<file path="src/rtl/ssrca_pkg.sv">
`timescale 1ns / 1ps
// ----------------------------------------------------------------------------
// ssrca_pkg
// Shared types and constants of the seven-state ring automaton.
// ----------------------------------------------------------------------------
package ssrca_pkg;

    localparam int NSTATES    = 7;
    localparam int RULE_DEPTH = NSTATES * NSTATES * NSTATES;
    localparam int STATE_W    = 3;
    localparam int SLOT_W     = 9;
    localparam int MODE_W     = 2;

    localparam logic [STATE_W-1:0] STATE_MAX = 3'd6;

    localparam logic [MODE_W-1:0] MODE_WR_RULE = 2'd0;
    localparam logic [MODE_W-1:0] MODE_WR_CELL = 2'd1;
    localparam logic [MODE_W-1:0] MODE_RD_CELL = 2'd2;
    localparam logic [MODE_W-1:0] MODE_STEP    = 2'd3;

    // commands from the controller to the datapath
    typedef struct packed {
        logic load;
        logic wr_rule;
        logic wr_cell;
        logic rd_cell;
        logic step_start;
        logic feed_vld;
        logic feed_rd;
        logic feed_first;
        logic feed_capture;
        logic feed_emit;
        logic out_load;
    } ssrca_cmd_t;

    // status from the datapath to the controller
    typedef struct packed {
        logic [MODE_W-1:0] mode;
        logic              rule_ok;
        logic              cell_ok;
        logic              out_free;
    } ssrca_status_t;

endpackage

</file>
<file path="src/rtl/ssrca_ctrl.sv">
`timescale 1ns / 1ps
// ----------------------------------------------------------------------------
// ssrca_ctrl
// Sequencer: decodes each request and walks the ring during a generation.
// ----------------------------------------------------------------------------
module ssrca_ctrl
    import ssrca_pkg::*;
#(
    parameter int CELLS = 64
)(
    input  logic                         clk,
    input  logic                         rst_n,
    input  logic                         s_tvalid,
    output logic                         s_tready,
    input  ssrca_status_t                status,
    output ssrca_cmd_t                   cmd,
    output logic [$clog2(CELLS)-1:0]     step_addr
);

    localparam int AW = $clog2(CELLS);
    localparam int KW = $clog2(CELLS + 2);

    localparam logic [2:0] ST_IDLE   = 3'd0;
    localparam logic [2:0] ST_EXEC   = 3'd1;
    localparam logic [2:0] ST_RDWAIT = 3'd2;
    localparam logic [2:0] ST_STEP   = 3'd3;
    localparam logic [2:0] ST_DRAIN  = 3'd4;
    localparam logic [2:0] ST_RESP   = 3'd5;

    localparam logic [KW-1:0] K_LAST = KW'(CELLS + 1);
    localparam logic [KW-1:0] K_ONE  = KW'(1);

    logic [2:0]    state_reg, state_next;
    logic [KW-1:0] k_reg, k_next;
    logic          drain_reg, drain_next;

    assign s_tready = (state_reg == ST_IDLE);

    always_ff @(posedge clk or negedge rst_n)
    begin
        if (!rst_n)
        begin
            state_reg <= ST_IDLE;
            k_reg     <= '0;
            drain_reg <= 1'b0;
        end
        else
        begin
            state_reg <= state_next;
            k_reg     <= k_next;
            drain_reg <= drain_next;
        end
    end

    // feed order: last cell, then cells 0 .. CELLS-1, then the saved cell 0
    assign step_addr = (k_reg == '0) ? AW'(CELLS - 1) : AW'(k_reg - K_ONE);

    always_comb
    begin
        state_next = state_reg;
        k_next     = k_reg;
        drain_next = drain_reg;
        cmd        = '0;
        unique case (state_reg)
            ST_IDLE:
            begin
                cmd.load = s_tvalid;
                if (s_tvalid)
                begin
                    state_next = ST_EXEC;
                end
            end
            ST_EXEC:
            begin
                unique case (status.mode)
                    MODE_WR_RULE:
                    begin
                        cmd.wr_rule = status.rule_ok;
                        state_next  = ST_RESP;
                    end
                    MODE_WR_CELL:
                    begin
                        cmd.wr_cell = status.cell_ok;
                        state_next  = ST_RESP;
                    end
                    MODE_RD_CELL:
                    begin
                        cmd.rd_cell = status.cell_ok;
                        state_next  = ST_RDWAIT;
                    end
                    MODE_STEP:
                    begin
                        cmd.step_start = 1'b1;
                        k_next         = '0;
                        state_next     = ST_STEP;
                    end
                    default:
                    begin
                        state_next = ST_RESP;
                    end
                endcase
            end
            ST_RDWAIT:
            begin
                state_next = ST_RESP;
            end
            ST_STEP:
            begin
                cmd.feed_vld     = 1'b1;
                cmd.feed_rd      = (k_reg != K_LAST);
                cmd.feed_first   = (k_reg == K_LAST);
                cmd.feed_capture = (k_reg == K_ONE);
                cmd.feed_emit    = (k_reg > K_ONE);
                k_next           = k_reg + K_ONE;
                if (k_reg == K_LAST)
                begin
                    drain_next = 1'b0;
                    state_next = ST_DRAIN;
                end
            end
            ST_DRAIN:
            begin
                // last window shift, then the last rule write
                drain_next = 1'b1;
                if (drain_reg)
                begin
                    state_next = ST_RESP;
                end
            end
            ST_RESP:
            begin
                cmd.out_load = status.out_free;
                if (status.out_free)
                begin
                    state_next = ST_IDLE;
                end
            end
            default:
            begin
                state_next = ST_IDLE;
            end
        endcase
    end

    a_out_load_free: assert property (@(posedge clk) disable iff (!rst_n)
        cmd.out_load |-> status.out_free)
        else $error("result loaded while output register is blocked");

    a_step_count: assert property (@(posedge clk) disable iff (!rst_n)
        (state_reg == ST_STEP) |-> (k_reg <= K_LAST))
        else $error("step counter ran past the ring");

    a_busy_after_accept: assert property (@(posedge clk) disable iff (!rst_n)
        (s_tvalid && s_tready) |=> !s_tready)
        else $error("request accepted while previous one is in work");

endmodule

</file>
<file path="src/rtl/ssrca_datapath.sv">
`timescale 1ns / 1ps
// ----------------------------------------------------------------------------
// ssrca_datapath
// Rule and cell memories, neighbor window and result register.
// ----------------------------------------------------------------------------
module ssrca_datapath
    import ssrca_pkg::*;
#(
    parameter int CELLS = 64
)(
    input  logic                         clk,
    input  logic                         rst_n,
    input  logic [MODE_W-1:0]            in_mode,
    input  logic [SLOT_W-1:0]            in_slot,
    input  logic [STATE_W-1:0]           in_value,
    input  ssrca_cmd_t                   cmd,
    input  logic [$clog2(CELLS)-1:0]     step_addr,
    output ssrca_status_t                status,
    output logic                         m_tvalid,
    input  logic                         m_tready,
    output logic [STATE_W-1:0]           out_state,
    output logic                         out_done
);

    localparam int AW = $clog2(CELLS);
    localparam int RW = $clog2(RULE_DEPTH);

    logic [MODE_W-1:0]  mode_reg;
    logic [SLOT_W-1:0]  slot_reg;
    logic [STATE_W-1:0] value_reg;

    logic [STATE_W-1:0] rule_mem [RULE_DEPTH];
    logic [STATE_W-1:0] cell_mem [CELLS];

    logic [STATE_W-1:0] cell_q_reg;
    logic [STATE_W-1:0] rule_q_reg;

    logic               feed_vld_reg, feed_first_reg, feed_capture_reg, feed_emit_reg;
    logic [STATE_W-1:0] win0_reg, win1_reg, first_reg;
    logic               wr_pend_reg;
    logic [AW-1:0]      wr_addr_reg;
    logic [AW-1:0]      out_cnt_reg;

    logic               m_tvalid_reg;
    logic [STATE_W-1:0] out_state_reg;
    logic               out_done_reg;

    logic               rule_ok, cell_ok;
    logic [STATE_W-1:0] feed_val;
    logic [RW-1:0]      rule_idx;
    logic [AW-1:0]      cell_rd_addr;
    logic               cell_we;
    logic [AW-1:0]      cell_wr_addr;
    logic [STATE_W-1:0] cell_wr_data;
    logic [STATE_W-1:0] res_state;
    logic               res_done;

    assign rule_ok = (32'(slot_reg) < 32'(RULE_DEPTH));
    assign cell_ok = (32'(slot_reg) < 32'(CELLS));

    assign status.mode     = mode_reg;
    assign status.rule_ok  = rule_ok;
    assign status.cell_ok  = cell_ok;
    assign status.out_free = !m_tvalid_reg || m_tready;

    always_ff @(posedge clk)
    begin
        if (cmd.load)
        begin
            mode_reg  <= in_mode;
            slot_reg  <= in_slot;
            // a written seven saturates to six
            value_reg <= (in_value > STATE_MAX) ? STATE_MAX : in_value;
        end
    end

    // window input: memory data, or the saved old cell 0 at the ring end
    assign feed_val = feed_first_reg ? first_reg : cell_q_reg;
    assign rule_idx = RW'(win1_reg)
                    + RW'(win0_reg) * RW'(NSTATES)
                    + RW'(feed_val) * RW'(NSTATES * NSTATES);

    assign cell_rd_addr = cmd.feed_rd ? step_addr : AW'(slot_reg);
    assign cell_we      = wr_pend_reg || cmd.wr_cell;
    assign cell_wr_addr = wr_pend_reg ? wr_addr_reg : AW'(slot_reg);
    assign cell_wr_data = wr_pend_reg ? rule_q_reg : value_reg;

    always_ff @(posedge clk)
    begin
        if (cmd.wr_rule)
        begin
            rule_mem[RW'(slot_reg)] <= value_reg;
        end
        if (feed_emit_reg)
        begin
            rule_q_reg <= rule_mem[rule_idx];
        end
    end

    always_ff @(posedge clk)
    begin
        if (cell_we)
        begin
            cell_mem[cell_wr_addr] <= cell_wr_data;
        end
        if (cmd.feed_rd || cmd.rd_cell)
        begin
            cell_q_reg <= cell_mem[cell_rd_addr];
        end
    end

    always_ff @(posedge clk or negedge rst_n)
    begin
        if (!rst_n)
        begin
            feed_vld_reg     <= 1'b0;
            feed_first_reg   <= 1'b0;
            feed_capture_reg <= 1'b0;
            feed_emit_reg    <= 1'b0;
            wr_pend_reg      <= 1'b0;
            out_cnt_reg      <= '0;
            m_tvalid_reg     <= 1'b0;
        end
        else
        begin
            feed_vld_reg     <= cmd.feed_vld;
            feed_first_reg   <= cmd.feed_first;
            feed_capture_reg <= cmd.feed_capture;
            feed_emit_reg    <= cmd.feed_emit;
            wr_pend_reg      <= feed_emit_reg;
            if (cmd.step_start)
            begin
                out_cnt_reg <= '0;
            end
            else if (feed_emit_reg)
            begin
                out_cnt_reg <= out_cnt_reg + AW'(1);
            end
            if (cmd.out_load)
            begin
                m_tvalid_reg <= 1'b1;
            end
            else if (m_tready)
            begin
                m_tvalid_reg <= 1'b0;
            end
        end
    end

    always_ff @(posedge clk)
    begin
        if (feed_vld_reg)
        begin
            win0_reg <= feed_val;
            win1_reg <= win0_reg;
        end
        if (feed_capture_reg)
        begin
            first_reg <= cell_q_reg;
        end
        if (feed_emit_reg)
        begin
            wr_addr_reg <= out_cnt_reg;
        end
    end

    always_comb
    begin
        res_state = '0;
        res_done  = 1'b0;
        unique case (mode_reg)
            MODE_WR_RULE: res_done = rule_ok;
            MODE_WR_CELL: res_done = cell_ok;
            MODE_RD_CELL:
            begin
                res_done  = cell_ok;
                res_state = cell_ok ? cell_q_reg : '0;
            end
            MODE_STEP:    res_done = 1'b1;
            default:      res_done = 1'b0;
        endcase
    end

    always_ff @(posedge clk)
    begin
        if (cmd.out_load)
        begin
            out_state_reg <= res_state;
            out_done_reg  <= res_done;
        end
    end

    assign m_tvalid  = m_tvalid_reg;
    assign out_state = out_state_reg;
    assign out_done  = out_done_reg;

endmodule

</file>
<file path="src/rtl/seven_state_ring_cellular_automaton_top.sv">
`timescale 1ns / 1ps
// ----------------------------------------------------------------------------
// seven_state_ring_cellular_automaton_top
// Ring of seven-state cells updated through a 343-entry rule table.
// ----------------------------------------------------------------------------
// usage
//   s_* channel: one request per handshake; mode selects write rule entry,
//   write cell, read cell or advance one generation. m_* channel: one result
//   per request, holding the read state and a done flag.
//   a write request goes through the decode state to the result, a cell read
//   adds a wait for the memory read, and a generation walks the ring one cell per
//   cycle through the single cell-memory read port and the rule-table read,
//   with the new state written back in place from the registered rule read.
//   one request is in work at a time; s_tready is high only when idle, so a
//   new request is taken only once the previous result is in the output register.
//   the result sits in an output register; when the receiver stalls the
//   block still accepts and works one more request, which then waits for
//   the register to free, and input stops until the held result is taken.
//   reset clears control state only; rule entries and cells hold garbage
//   until written, with no clearing pass.
// ----------------------------------------------------------------------------
module seven_state_ring_cellular_automaton_top
    import ssrca_pkg::*;
#(
    parameter int CELLS = 64
)(
    input  logic        clk,
    input  logic        rst_n,
    input  logic        s_tvalid,
    output logic        s_tready,
    input  logic [15:0] s_tdata,   // mode[1:0], slot[10:2], value[13:11], zero pad
    output logic        m_tvalid,
    input  logic        m_tready,
    output logic [7:0]  m_tdata    // state_out[2:0], done_res[3], zero pad
);

    localparam int AW = $clog2(CELLS);

    ssrca_cmd_t         cmd;
    ssrca_status_t      status;
    logic [AW-1:0]      step_addr;
    logic [STATE_W-1:0] out_state;
    logic               out_done;

    ssrca_ctrl #(
        .CELLS (CELLS)
    ) u_ctrl (
        .clk       (clk),
        .rst_n     (rst_n),
        .s_tvalid  (s_tvalid),
        .s_tready  (s_tready),
        .status    (status),
        .cmd       (cmd),
        .step_addr (step_addr)
    );

    ssrca_datapath #(
        .CELLS (CELLS)
    ) u_datapath (
        .clk       (clk),
        .rst_n     (rst_n),
        .in_mode   (s_tdata[1:0]),
        .in_slot   (s_tdata[10:2]),
        .in_value  (s_tdata[13:11]),
        .cmd       (cmd),
        .step_addr (step_addr),
        .status    (status),
        .m_tvalid  (m_tvalid),
        .m_tready  (m_tready),
        .out_state (out_state),
        .out_done  (out_done)
    );

    assign m_tdata = {4'b0000, out_done, out_state};

endmodule

</file>
<file path="config.mk">
export PLATFORM = sky130hd
export DESIGN_NAME = seven_state_ring_cellular_automaton_top
export DESIGN_NICKNAME = d
export VERILOG_FILES = /design/src/rtl/ssrca_pkg.sv /design/src/rtl/ssrca_ctrl.sv /design/src/rtl/ssrca_datapath.sv /design/src/rtl/seven_state_ring_cellular_automaton_top.sv
export SDC_FILE = /design/constraint.sdc
export NUM_CORES = 1
export LEC_CHECK = 0
export BUFFER_PORTS_ARGS = -buffer_cell sky130_fd_sc_hd__buf_4
export CAP_MARGIN = 20
export CORE_MARGIN = 3
export CORE_UTILIZATION = 45
export DETAILED_ROUTE_END_ITERATION = 10
export PLACE_DENSITY_LB_ADDON = 0.25
export SKIP_CTS_REPAIR_TIMING = 1
export SLEW_MARGIN = 20
export SYNTH_ARGS = -nofsm -noshare
export SYNTH_HDL_FRONTEND = slang
export SYNTH_HIERARCHICAL = 1
export SYNTH_SLANG_ARGS = --single-unit
</file>
<file path="constraint.sdc">
create_clock -name clk -period 7.6 [get_ports clk]
set_input_delay 1.9 -clock clk [delete_from_list [all_inputs] [get_ports clk]]
set_output_delay 1.9 -clock clk [all_outputs]
set_load 0.1 [all_outputs]
</file>
==> summary.txt <==
Cells and area
  • Nets: 2,920
  • N_diodes: 0
  • Area growth syn-to-layout: 11.7%
  • Number of flip-flops in the largest register: 1,029
  • Ratio of cells with drive above 1 in the final layout: 22.2%

Power and ir drop
  • PwrDens: 399 nW/um2
  • Sw frac: 34.2%
  • VDD IR max: 0.364 mV
  • P_leak: 18.2 nW
  • Cell-internal power: 15.4 mW
  • Switch Pwr: 8.00 mW
  • Clock network fraction of total power: 27.0%
  • Combinational share of power: 38.0%
  • Register share of total power: 35.0%

Logic synthesis
  • Most frequent cell after synthesis: edfxtp_1
  • Largest cells by area after synthesis: edfxtp_1 72%, mux4_2 14%, nor2_1 3.1%, dfrtp_1 1.1%, nand2_1 1.1%
  • EDFF count, synth: 1,260
  • Ys async rst share: 1.79%
  • Largest area contributor in the netlist: edfxtp_1
  • Library cells used by synthesis: 86
  • Post-synthesis register bit count: 1,283
  • Total number of yosys warnings: 6
  • Top-area cell type share of the netlist area: 72.1%
  • Most frequent cells after synthesis: 1,260 x edfxtp_1, 439 x nor2_1, 332 x mux4_2, 147 x nand2_1, 85 x clkbuf_1
  • Synth Instances: 2,810
  • Mapped Avg Cell Area: 18.7 um2
  • Ys flop type: edfxtp_1
  • Synthesized area: 52,500 um2
  • Sequential-to-total area share from yosys stat: 73.2%

Global routing
  • Initial antenna violation count: 2
  • Overflow left after global routing: 0
  • Vias in the first global route: 27.6k
  • First-pass GRT wire length: 180,000 um
  • GRT Overall Usage: 20.1%
  • Largest net degree at the start of global routing: 246

Drt
  • Vias post-DR: 26.5k
  • Drt wl/cell: 27.1 um
  • Initial detailed-routing violation count: 2,870
  • Pre-Repair DR Iteration Count: 6
  • Vias/cell: 5.93
  • DRC: 0
  • Routed WL: 121,000 um
  • Remaining antenna violation count: 0

Timing
  • Final WS setup: 1.26 ns
  • Max-slew violation count: 0
  • Period minus WS final: 6.34 ns
  • Fin Setup TNS: 0 ns
  • Max_slew headroom: 22.7%
  • Final period util: 83.5%
  • Slew @ Worst Pin: 1.16 ns
  • Max Fclk: 158 MHz
  • Final hold viol count: 0
  • RSZ-0062 raised after global routing: no
  • Clock skew: 0.0320 ns
  • Setup-failing EPs final: 0

Worst setup path
  • CP Launch Type: flip-flop
  • Reg2Reg Capture Point: u_datapath/rule_q_reg[0]
  • Most used cell, CP: inv_1
  • Worst setup path startpoint: u_datapath/win0_reg[1]
  • Max stage delay cell, worst path: fa_4
  • R2r startpoint: u_datapath/win0_reg[1]
  • Crit path capture type: flip-flop
  • Slowest stage delay, CP: 1.03 ns
  • Setup CP Type: reg2reg
  • FF-to-FF path depth: 18
  • CP delay by family, top: adder cells
  • Req. time, crit path: 8.12 ns
  • Buf/Inv on CP: 6
  • WP data arrival: 6.86 ns
  • CP endpoint: u_datapath/rule_q_reg[0]
  • CP cell instances: fa_1 > inv_1 > fa_1 > inv_1 > ha_1 > fa_1 > inv_1 > fa_4 > inv_1 > buf_4 > nor2_1 > buf_4 > a22oi_1 > a21oi_1 > nor3_1 > nor4_1 > a31oi_1 > mux2i_1
  • R2R setup slack: 1.26 ns
  • Crit Path Max Fanout: 20
  • Cell depth of the worst setup path: 18

Clocking
  • Worst-Skew Late Latency: 0.74 ns
  • H-tree levels: 4
  • Clock tree buffer depth: 3
  • TritonCTS Buffers: 132
  • # clock sinks: 1,283
  • CTS tree: built
  • Root buf cell: clkbuf_16
  • Clk pin slew, worst setup/hold paths: 0.06 ns

Placement
  • Placer Congestion: 0.797
  • Setup WS pre-CTS: 1.29 ns
  • Half-perimeter wire length after placement: 70,600 um
  • Port Buf Inserts: 23

Die
  • Num rows: 124
  • Chip Width: 348 um
  • Die area: 121,000 um2
  • Io pins: 30
  • Initial Util: 45.6%
  • Core Box Area: 115,000 um2
  • Die H: 348 um

Run status
  • Outcome: finished, final reports clean

Min path
  • Hold WC Path Type: reg2reg
  • Min-delay src: u_datapath/out_cnt_reg[5]

Job
  • Max Cap Viol: 0
-- how the worst min path moves through the flow --
stage / endpoint / slack, ns / cells after the start
final: u_datapath/wr_addr_reg[5] / 0.47 / 0
after global routing: u_datapath/wr_addr_reg[5] / 0.50 / 0
after CTS: u_datapath/wr_addr_reg[5] / 0.47 / 0
after detailed placement: u_datapath/wr_addr_reg[5] / 0.46 / 0
after global placement: u_datapath/wr_addr_reg[5] / 0.46 / 0
after floorplan: u_datapath/wr_addr_reg[5] / 0.43 / 0
-- layout make-up --
type	instances	area [um2]
repair buffers	89	861
clock inverters	75	699
inverters	29	109
well taps	1512	1890
multi-input cells	1323	13100
flip-flops and latches	1283	38400
fillers	9167	56500
clock buffers	164	3550
-- power groups by stage --
| stage | combinational, mW | sequential, mW | clock, mW |
|---|---|---|---|
| floorplan | 6.00 | 8.49 | 0 |
| global placement | 8.84 | 8.33 | 0 |
| detailed placement | 8.91 | 8.34 | 0 |
| CTS | 8.94 | 8.19 | 6.45 |
| global route | 9.44 | 8.19 | 6.75 |
| finish | 8.89 | 8.18 | 6.32 |
-- metal layers --
layer	part of all wire (%)	GRT usage, %
met5	0.021	0.157
met4	3.2	7.33
met3	7.5	3.99
met2	49	32.4
met1	40	27.6
-- cell usage in the layout (no fill, tap or decap), drive strengths merged, types with 29 or more instances in the layout --
cell,netlist,routed
edfxtp,1260,1260
inv,28,35
clkinv,1,51
nand2,147,147
clkbuf,86,164
ha,37,37
nand3,31,31
mux2i,29,29
nor2,442,442
buf,92,89
mux4,336,336
-- per-stage QoR --
stage               utilization, %  instances  instance area [um2]  total power [mW]  hold slack, ns
CTS                           50.9       4472                58600              23.6           0.473
floorplan                        -       2813                52500              14.5           0.434
detailed placement            47.2       4233                54300              17.2           0.459
global placement              47.1       4232                54300              17.2           0.456
global route                  50.9       4475                58600              24.4           0.495
finish                        50.9       4475                58600              23.4           0.470
-- cell families (layout without fill, tap and decap cells) --
logic type	Yosys count	count (layout)	share of synthesized area, %
xor gates and xnor gates	13	13	0.281
DFF	1283	1283	73.2
buffers and inverters	207	357	2.10
adders and majority gates	42	42	1.07
and+or+nand+nor	708	708	5.68
other	1	4	0.00714
muxes	374	374	15.2
AOI/OAI and AO/OA	182	182	2.49
Note: power is estimated with default switching activity, not from simulation.
